<file path="config.mk">
export PLATFORM = sky130hd
export DESIGN_NAME = chm_ram
export DESIGN_NICKNAME = d
export VERILOG_FILES = /design/src/design/chm_ram.sv
export SDC_FILE = /design/constraint.sdc
export NUM_CORES = 1
export LEC_CHECK = 0
export ABC_CLOCK_PERIOD_IN_PS = 2450
export BUFFER_PORTS_ARGS = -buffer_cell sky130_fd_sc_hd__clkbuf_2
export CAP_MARGIN = 20
export CORE_UTILIZATION = 60
export CTS_CLUSTER_DIAMETER = 120
export DETAILED_ROUTE_END_ITERATION = 10
export PLACE_DENSITY_LB_ADDON = 0.25
export SLEW_MARGIN = 20
export SYNTH_ARGS = -nofsm -noshare
export SYNTH_HDL_FRONTEND = slang
export SYNTH_SLANG_ARGS = --single-unit
export TNS_END_PERCENT = 30
</file>
<file path="constraint.sdc">
create_clock -name clk -period 2.45 [get_ports clk]
set_input_delay 0.3675 -clock clk [delete_from_list [all_inputs] [get_ports clk]]
set_output_delay 0.3675 -clock clk [all_outputs]
set_load 0.05 [all_outputs]
</file>
<file path="src/design/chm_ram.sv">
`timescale 1ns / 1ps
module chm_ram #(
  parameter int unsigned WIDTH = 8,
  parameter int unsigned DEPTH = 16
) (
  input  logic                     clk,
  input  logic                     we,
  input  logic [$clog2(DEPTH)-1:0] waddr,
  input  logic [WIDTH-1:0]         wdata,
  input  logic [$clog2(DEPTH)-1:0] raddr,
  output logic [WIDTH-1:0]         rdata
);
  logic [WIDTH-1:0] mem [DEPTH];

  always_ff @(posedge clk) begin
    if (we) mem[waddr] <= wdata;
    rdata <= mem[raddr];
  end
endmodule

</file>
==> out/summary.txt, run 1 <==
Placeable Area: 0.00826 mm²
GRT met3 Usage: 7.25%
Layout cells sized above 1: 31.8%
1st-pass router iterations: 4
Mean Syn Cell Area: 22.5 µm²
CP Data Arrival Time: 1160 ps
GRT Resource Usage Total: 24.6%
Row cnt: 33
Vias in the first global route: 2,484
P&R area growth vs syn: 18.9%
Io pins: 26
First-pass GRT wire length: 14,700 µm
RR Endpoint: rdata[5]$_DFF_P_
Port Buffers: 25
Dpl ws: 673 ps
Leak: 2.11 nW
Layout fillers: 476
Tcrit/Tclk final: 62.3%
Post-route DRC: 0
Relative slew slack: 50.6%
Dpl cells: 369
Post-Syn Instances: 229
Clk_skew: 8.11 ps
Tmin final: 1530 ps
Critical path peak fanout: 1
Max-cap violations: 0
Routed Antenna Nets: 0
# H-tree levels: 4
Placed inst area: 0.00551 mm²
Finished Cell Area: 0.00612 mm²
Hold_buf cts: 0
Clock Latency Late Sink: 510 ps
Final Net Count: 301
Antenna Cells: 0
Post-layout power: 5.52 mW
WHS Path Cells: 1
Initial DRC Count: 228
Global route hottest layer: met2
Die W: 94.6 µm
Sequential area share after synthesis: 77.8%
Comb power frac: 5.3%
Worst reg2reg setup slack: 1030 ps
Status: completed
Final wirelength: 9560 µm
Global route overflow: 0
Switching power: 1.14 mW
Syn_nets: 247
Crit Reg-Reg Startpoint: mem[0][5]$_DFFE_PP_
Cts repair resizes: 0
WHS Endpoint: mem[6][4]$_DFFE_PP_
Met2 global-route usage: 38.8%
Mapped cell area: 0.00515 mm²
Via count: 2,451
Die Ht: 94.6 µm
Crit path buf inv count: 1
Setup repair bufs after CTS: 0
Switching Share: 20.7%
# setup viols final: 0
CP top delay family: flip-flops
Non-filler cells, final: 401
Root Buffer: clkbuf_8
CTS Sinks: 136
Initial antenna violation count: 0
CP required: 2080 ps
Worst slew pin tran: 740 ps
GP Congestion: 0.749
Cts bufs inserted: 17
Largest stage delay, worst path: 360 ps
Startpoint types: flop
WS Path Type: reg -> out
Worst min path class: in -> reg
Syn. warnings: 0
Setup TNS: 0 ps
Die area: 0.00895 mm²
Max Clk Rate: 656 MHz
Critical Path End Type: output port
Internal: 4.38 mW
CTS max path bufs: 2
Critical path, cell by cell: clkbuf_2
Power per cell area: 901 mW/mm²
Met1 usage: 34.0%
Vias per std cell: 6.11
Max IR drop VDD: 0.530 mV
CTS tree: built
Worst setup margin: 925 ps
R2R cell count: 3
Area of the multi-input gates: 0.00106 mm²
Drt wl/cell: 23.8 µm
Largest net degree at the start of global routing: 17
Initial cell density of the core: 62.3%
Final Hold Fails: 0
Sequential share of power: 47.5%
Unrepaired setup endpoints after global routing: false
DP HPWL: 5860 µm
Synth unique cells: 19
Slowest cell on crit path: dfxtp_1
Register area: 0.00400 mm²
Hold_sp: wdata[4]
Synth Register Bits: 136
Clock Pin Slew Worst Setup and Hold Paths: 60 ps
Clk pwr share: 47.3%
Pins Over Slew Limit: 0
cell usage in the layout, fill, tap and decap left out, types with 3 or more instances in the layout:
cell	Yosys	layout
edfxtp_1	128	128
a22oi_1	16	16
nand2_1	9	9
buf_4	1	17
mux4_1	14	14
clkinv_4	0	3
mux4_2	18	18
clkbuf_2	0	25
nor2_1	13	13
dfxtp_1	8	8
nor3_1	4	4
bufinv_16	0	4
clkbuf_16	0	16
buf_12	0	3
synthesized netlist by cell type:
cell type | instances | area share [%]
nor2_1 | 13 | 0.95
dfxtp_1 | 8 | 3.1
mux4_2 | 18 | 7.9
nand2b_1 | 2 | 0.24
mux4_1 | 14 | 7.1
a22oi_1 | 16 | 2.3
edfxtp_1 | 128 | 75
and2b_1 | 1 | 0.15
buf_6 | 3 | 0.66
nand3_1 | 1 | 0.097
nand3b_1 | 2 | 0.29
nand2_1 | 9 | 0.66
or3b_2 | 1 | 0.17
nor3_1 | 4 | 0.39
buf_4 | 1 | 0.15
clkdlybuf4s25_2 | 3 | 0.58
buf_2 | 3 | 0.29
nor2b_1 | 1 | 0.12
and2_1 | 1 | 0.12
metal layers:
| metal | wire (µm) | share of wire [%] |
|---|---|---|
| met1 | 4070 | 43 |
| met2 | 4790 | 50 |
| met3 | 631 | 6.6 |
| met4 | 64 | 0.67 |
| met5 | 0 | 0 |
state kept, by name (all words and copies together), names as in the netlist:
name,cells
mem,128
rdata,8
cells by family after synthesis:
group,Yosys count,synth area share (%)
multiplexers,32,15.0
flip-flops,136,77.8
buffers and inverters,10,1.68
AND/OR/NAND/NOR,35,3.18
AO/OA/AOI/OAI,16,2.33
power by group through the flow:
stage | clock (mW) | combinational, mW | sequential (mW)
3_5_place_dp | 0 | 0.291 | 2.67
3_3_place_gp | 0 | 0.285 | 2.66
6_report | 2.61 | 0.292 | 2.62
4_1_cts | 2.64 | 0.295 | 2.62
5_1_grt | 2.74 | 0.312 | 2.62
2_1_floorplan | 0 | 0.132 | 2.72
metrics by stage:
| step | hold WS, ps | utilization, % |
|---|---|---|
| after global routing | 289 | 74.1 |
| after detailed placement | 662 | 66.7 |
| after floorplan | 466 | - |
| after global placement | 647 | 66.7 |
| after CTS | 269 | 74.1 |
| final | 282 | 74.1 |
final cells by class:
| class | count | share of cell area, % |
|---|---|---|
| flip-flops and latches | 136 | 65.4 |
| clock buffers | 19 | 6.89 |
| repair buffers | 45 | 5.11 |
| multi-input cells | 83 | 17.3 |
| clock inverters | 13 | 3.19 |
| well taps | 105 | 2.15 |
how the worst max path moves through the flow:
stage | from | end | slack, ps | cells after the start
2_1_floorplan | waddr[2] | mem[0][0]$_DFFE_PP_ | 590 | 2
3_3_place_gp | raddr[0] | rdata[3]$_DFF_P_ | 660 | 5
3_5_place_dp | raddr[0] | rdata[0]$_DFF_P_ | 670 | 5
4_1_cts | rdata[2]$_DFF_P_ | rdata[2] | 900 | 1
5_1_grt | rdata[3]$_DFF_P_ | rdata[3] | 880 | 1
6_report | rdata[2]$_DFF_P_ | rdata[2] | 920 | 1
Note: power is estimated with default switching activity, not from simulation.
==> run 2: changes to the inputs <==
Settings changed: ABC_AREA set to 1, ABC_CLOCK_PERIOD_IN_PS 2450 to 1300, CORE_UTILIZATION 60 to 55.
Clock period 2.45 ns to 1.3 ns, I/O delays scaled along.
==> out/summary.txt, run 2 <==
Status: completed (unchanged)
Crit path buf inv count: 1 (unchanged)
Drt wl/cell: 17.3 µm (was 23.8 µm)
Startpoint types: flop (unchanged)
Async set or reset register ratio after synthesis: 0% (unchanged)
Mean Syn Cell Area: 10.5 µm² (was 22.5 µm²)
Initial cell density of the core: 56.4% (was 62.3%)
Relative slew slack: 69.6% (was 50.6%)
Unrepaired setup endpoints after global routing: false (unchanged)
Mapped cell area: 0.00577 mm² (was 0.00515 mm²)
Largest stage delay, worst path: 360 ps (about the same)
Commonest non-fill, non-tap cells in the layout: nand2_1, edfxtp_1, inv_1 (was edfxtp_1, clkbuf_2, mux4_2)
Power per cell area: 1610 mW/mm² (was 901 mW/mm²)
Synth unique cells: 12 (was 19)
Layout fillers: 771 (was 476)
Area of the multi-input gates: 0.00121 mm² (was 0.00106 mm²)
Internal: 8.66 mW (was 4.38 mW)
Hold_buf cts: 0 (unchanged)
DP HPWL: 7830 µm (was 5860 µm)
Placeable Area: 0.0102 mm² (was 0.00826 mm²)
Synth area leader: edfxtp_1 (unchanged)
Number of flops mapped to enable cells by yosys: 128 (unchanged)
Initial DRC Count: 447 (was 228)
Pins Over Slew Limit: 0 (unchanged)
Synth Register Bits: 136 (unchanged)
Tcrit/Tclk final: 97.5%
Die area: 0.0109 mm² (was 0.00895 mm²)
CTS tree: built (unchanged)
Die Ht: 104 µm (was 94.6 µm)
GRT Resource Usage Total: 26.0% (was 24.6%)
WHS Path Cells: 3 (was 1)
Routed Antenna Nets: 0 (unchanged)
Syn_nets: 569 (was 247)
Top-area cell type share of the netlist area: 66.7% (was 74.7%)
Largest register by flop count: mem (unchanged)
Critical Path End Type: output port (unchanged)
Antenna Cells: 0 (unchanged)
Top FF cell, synth: edfxtp_1 (unchanged)
Most frequent cell after synthesis: nand2_1 (was edfxtp_1)
CP Data Arrival Time: 1070 ps (was 1160 ps)
# H-tree levels: 4 (unchanged)
Max reg flops: 128 (unchanged)
Comb power frac: 6.8% (was 5.3%)
Final wirelength: 12,800 µm (was 9560 µm)
Switching power: 2.39 mW (was 1.14 mW)
Clk pwr share: 48.5% (was 47.3%)
Io pins: 26 (unchanged)
Dpl ws: 52.5 ps (was 673 ps)
Max-cap violations: 0 (unchanged)
Global route overflow: 0 (unchanged)
Setup repair bufs after CTS: 0 (unchanged)
Critical path peak fanout: 1 (unchanged)
1st-pass router iterations: 5 (was 4)
Post-route DRC: 0 (unchanged)
Worst min path class: in -> reg (unchanged)
CP required: 1110 ps (was 2080 ps)
Worst setup margin: 32.2 ps (was 925 ps)
Initial antenna violation count: 0 (unchanged)
Max IR drop VDD: 1.24 mV (was 0.530 mV)
CTS max path bufs: 2 (unchanged)
Clock Pin Slew Worst Setup and Hold Paths: 60 ps (about the same)
Root Buffer: clkbuf_8 (unchanged)
First-pass GRT wire length: 20,300 µm (was 14,700 µm)
Register area: 0.00401 mm² (was 0.00400 mm²)
Syn. warnings: 0 (unchanged)
CP top delay family: flip-flops (unchanged)
Clk_skew: 8.20 ps (was 8.11 ps)
Sequential share of power: 44.7% (was 47.5%)
Clock Latency Late Sink: 530 ps (was 510 ps)
Post-Syn Instances: 551 (was 229)
Critical path, cell by cell: clkbuf_8 (was clkbuf_2)
Switching Share: 21.7% (was 20.7%)
Final Hold Fails: 0 (unchanged)
Via count: 3,959 (was 2,451)
Row cnt: 37 (was 33)
R2R cell count: 6 (was 3)
Vias in the first global route: 3,802 (was 2,484)
WS Path Type: reg -> out (unchanged)
Setup TNS: 0 ps (unchanged)
Largest net degree at the start of global routing: 65 (was 17)
CTS Sinks: 136 (unchanged)
Die W: 104 µm (was 94.6 µm)
Final Net Count: 612 (was 301)
Layout cells sized above 1: 13.7% (was 31.8%)
Max Clk Rate: 789 MHz
Largest regs: mem (128), rdata (8) (unchanged)
GP Congestion: 0.817 (was 0.749)
Largest cells by area after synthesis: edfxtp_1, nand2_1, nand3_1, inv_1, dfxtp_1 (was edfxtp_1, mux4_2, mux4_1, dfxtp_1, a22oi_1)
Slowest cell on crit path: dfxtp_2 (was dfxtp_1)
Tmin final: 1270 ps
Vias per std cell: 5.33 (was 6.11)
Cts bufs inserted: 17 (unchanged)
Post-synth top cells: nand2_1, edfxtp_1, inv_1 (was edfxtp_1, mux4_2, a22oi_1)
Leak: 3.00 nW (was 2.11 nW)
Worst slew pin tran: 457 ps (was 740 ps)
Port Buffers: 25 (unchanged)
Commonest non-fill, non-tap cell in the layout: nand2_1 (was edfxtp_1)
P&R area growth vs syn: 18.8% (was 18.9%)
Cell depth of the worst setup path: 1 (unchanged)
# setup viols final: 0 (unchanged)
Sequential area share after synthesis: 69.4% (was 77.8%)
[run 2: cell count changes after synthesis, moves of 14 or more]
cell | before | now
inv_1 | 0 | 100
a22oi_1 | 16 | 0
nand3_1 | 1 | 97
nand2_1 | 9 | 173
mux4_1 | 14 | 0
mux4_2 | 18 | 0
[run 2: per-stage QoR]
step | cell area (µm²) | hold slack [ps] | instances | utilization, % | total power [mW]
after floorplan | 5770 | 294 | 551 | - | 5.46
after global placement | 6130 | 577 | 711 | 59.9 | 5.72
after detailed placement | 6130 | 584 | 711 | 59.9 | 5.74
after CTS | 6850 | 23.2 | 743 | 66.9 | 11.1
after global routing | 6850 | 57.4 | 743 | 66.9 | 11.3
final | 6850 | 57.5 | 743 | 66.9 | 11.1
[run 2: per-layer routing]
layer | up-vias | share of wire, % | track usage [%]
met5 | - | 0 | 0
met1 | 1878 | 40 | 34.3
met2 | 192 | 48 | 40.4
li1 | 1862 | - | -
met4 | 0 | 3.4 | 13.9
met3 | 27 | 8.4 | 5.95
[run 2: kinds of logic after synthesis]
kind of cell	after synthesis	share of synthesized area, %
buffers and inverters	126	9.52
DFF	136	69.4
and+or+nand+nor	289	21.0
[run 2: power groups by stage]
| stage | logic (mW) | clock network (mW) | registers, mW |
|---|---|---|---|
| global route | 0.816 | 5.58 | 4.95 |
| global placement | 0.700 | 0 | 5.02 |
| detailed placement | 0.709 | 0 | 5.03 |
| floorplan | 0.346 | 0 | 5.12 |
| CTS | 0.747 | 5.41 | 4.94 |
| finish | 0.751 | 5.36 | 4.94 |
[run 2: area by class of cell]
cell class	count	share of cell area (%)
sequential	136	58.5
clock buffer	18	6.10
inverter	102	5.59
timing repair buffer	48	6.03
tap	136	2.48
clock inverter	14	3.58
multi-input combinational	289	17.7
[run 2: worst paths after layout]
check / startpoint / end / slack [ps]
setup / recovery: rdata[7]$_DFF_P_ / rdata[7] / 30
hold / removal: raddr[3] / rdata[0]$_DFF_P_ / 60
setup reg to reg: mem[2][6]$_DFFE_PP_ / rdata[6]$_DFF_P_ / 260
hold reg to reg: mem[6][7]$_DFFE_PP_ / rdata[7]$_DFF_P_ / 690
[run 2: what timing repair did]
item | 4_1_cts | 5_1_grt
resized for setup | 15 | 2
endpoints found under the hold margin | 0 | 0
endpoints found under the setup margin | 8 | 2
==> run 3: changes to the inputs <==
--- a/constraint.sdc
+++ b/constraint.sdc
@@ -3,2 +3,2 @@
 set_output_delay 0.195 -clock clk [all_outputs]
-set_load 0.05 [all_outputs]
+set_load 0.01 [all_outputs]
==> out/summary.txt, run 3 (synthesized netlist as in run 2, its figures left out) <==
Status: completed (unchanged)
Drt wl/cell: 17.2 µm (was 17.3 µm)
Crit path buf inv count: 1 (unchanged)
Max Clk Rate: 797 MHz (was 789 MHz)
Layout cells sized above 1: 13.3% (was 13.7%)
Final Net Count: 612 (unchanged)
Final Hold Fails: 0 (unchanged)
Comb power frac: 5.8% (was 6.8%)
CP Data Arrival Time: 1060 ps (was 1070 ps)
Commonest non-fill, non-tap cell in the layout: nand2_1 (unchanged)
Clock Pin Slew Worst Setup and Hold Paths: 60 ps (about the same)
Finished Core Util: 66.4% (was 66.9%)
Root Buffer: clkbuf_8 (unchanged)
Power per cell area: 1610 mW/mm² (about the same)
Tmin final: 1250 ps (was 1270 ps)
Unrepaired setup endpoints after global routing: false (unchanged)
Via count: 3,978 (was 3,959)
Setup TNS: 0 ps (unchanged)
Cts repair resizes: 0 (was 15)
Worst min path class: in -> reg (unchanged)
Pins Over Slew Limit: 0 (unchanged)
Initial cell density of the core: 56.4% (unchanged)
Largest regs: mem (128), rdata (8) (unchanged)
First-pass GRT wire length: 20,300 µm (about the same)
Setup repair bufs after CTS: 0 (unchanged)
CTS Sinks: 136 (unchanged)
Die Ht: 104 µm (unchanged)
Post-route DRC: 0 (unchanged)
Max-cap violations: 0 (unchanged)
Startpoint types: flop (unchanged)
Post-layout power: 10.9 mW (was 11.1 mW)
Die area: 0.0109 mm² (unchanged)
Critical Path End Type: output port (unchanged)
Vias per std cell: 5.35 (was 5.33)
WS Path Type: reg -> out (unchanged)
Clock Latency Late Sink: 530 ps (about the same)
CTS max path bufs: 2 (unchanged)
# setup viols final: 0 (unchanged)
Critical path peak fanout: 1 (unchanged)
Initial antenna violation count: 0 (unchanged)
P&R area growth vs syn: 17.8% (was 18.8%)
Vias in the first global route: 3,811 (was 3,802)
Max IR drop VDD: 1.24 mV (about the same)
Antenna Cells: 0 (unchanged)
Switching power: 2.29 mW (was 2.39 mW)
GRT Resource Usage Total: 25.9% (was 26.0%)
Initial DRC Count: 457 (was 447)
DP HPWL: 7830 µm (unchanged)
Tcrit/Tclk final: 96.5% (was 97.5%)
Die W: 104 µm (unchanged)
Slowest cell on crit path: dfxtp_1 (was dfxtp_2)
Largest stage delay, worst path: 370 ps (was 360 ps)
Commonest non-fill, non-tap cells in the layout: nand2_1, edfxtp_1, inv_1 (unchanged)
Switching Share: 21.0% (was 21.7%)
Largest register by flop count: mem (unchanged)
Global route overflow: 0 (unchanged)
Internal: 8.62 mW (was 8.66 mW)
Relative slew slack: 70.8% (was 69.6%)
Worst slew pin tran: 439 ps (was 457 ps)
Largest net degree at the start of global routing: 65 (unchanged)
CTS tree: built (unchanged)
CP required: 1110 ps (about the same)
Clk_skew: 6.49 ps (was 8.20 ps)
Sequential share of power: 45.2% (was 44.7%)
Clk pwr share: 49.0% (was 48.5%)
Critical path, cell by cell: clkbuf_2 (was clkbuf_8)
GP Congestion: 0.817 (unchanged)
Row cnt: 37 (unchanged)
Max reg flops: 128 (unchanged)
Routed Antenna Nets: 0 (unchanged)
1st-pass router iterations: 5 (unchanged)
CP top delay family: flip-flops (unchanged)
Port Buffers: 25 (unchanged)
Cts bufs inserted: 17 (unchanged)
Io pins: 26 (unchanged)
Hold_buf cts: 0 (unchanged)
Final wirelength: 12,800 µm (about the same)
Placeable Area: 0.0102 mm² (unchanged)
# H-tree levels: 4 (unchanged)
Leak: 2.98 nW (was 3.00 nW)
==> run 3: worst reg2reg max path: stages, from the launching register on <==
cell and delay [ps]:
edfxtp_1 380, nand2_1 80, nand2_1 50, nand2_1 70, nand3_1 140, nand3_1 140
nand2_1 70
==> run 3: worst paths after layout <==
check,endpoint,slack (ps),from,depth (start not counted)
worst min register to register,rdata[0]$_DFF_P_,690,mem[15][0]$_DFFE_PP_,6
worst max register to register,rdata[6]$_DFF_P_,260,mem[2][6]$_DFFE_PP_,6
worst max-delay path,rdata[7],50,rdata[7]$_DFF_P_,1
worst min-delay path,rdata[0]$_DFF_P_,60,raddr[3],3
==> run 3: layout make-up <==
class	count	area, µm²
fillers	786	3440
clock buffers	18	418
well taps	136	170
multi-input cells	289	1210
repair buffers	48	360
inverters	102	383
clock inverters	14	245
flip-flops and latches	136	4000
==> run 3: power groups by stage <==
stage / clock (mW) / combinational, mW / sequential (mW)
6_report: 5.35 / 0.630 / 4.94
5_1_grt: 5.58 / 0.694 / 4.94
3_5_place_dp: 0 / 0.622 / 5.03
2_1_floorplan: 0 / 0.346 / 5.03
4_1_cts: 5.41 / 0.628 / 4.94
3_3_place_gp: 0 / 0.613 / 5.02
==> run 3: metrics by stage <==
| stage | cells | setup slack (ps) | hold slack, ps | area [µm²] |
|---|---|---|---|---|
| 2_1_floorplan | 551 | 154 | 294 | 5770 |
| 3_3_place_gp | 711 | 51.8 | 577 | 6130 |
| 3_5_place_dp | 711 | 52.5 | 584 | 6130 |
| 4_1_cts | 743 | 35.8 | 23.2 | 6790 |
| 5_1_grt | 743 | 16.9 | 52.1 | 6790 |
| 6_report | 743 | 45.8 | 61.0 | 6790 |
==> run 3: routing by layer <==
metal  routed length [µm]  track usage, %  vias to the layer above  share of wire, %
met2                 6060            40.1                      198                47
li1                     -               -                     1863                 -
met1                 5240            34.2                     1889                41
met3                 1060            5.95                       28               8.3
met4                  442            13.9                        0               3.5
met5                    0               0                        -                 0
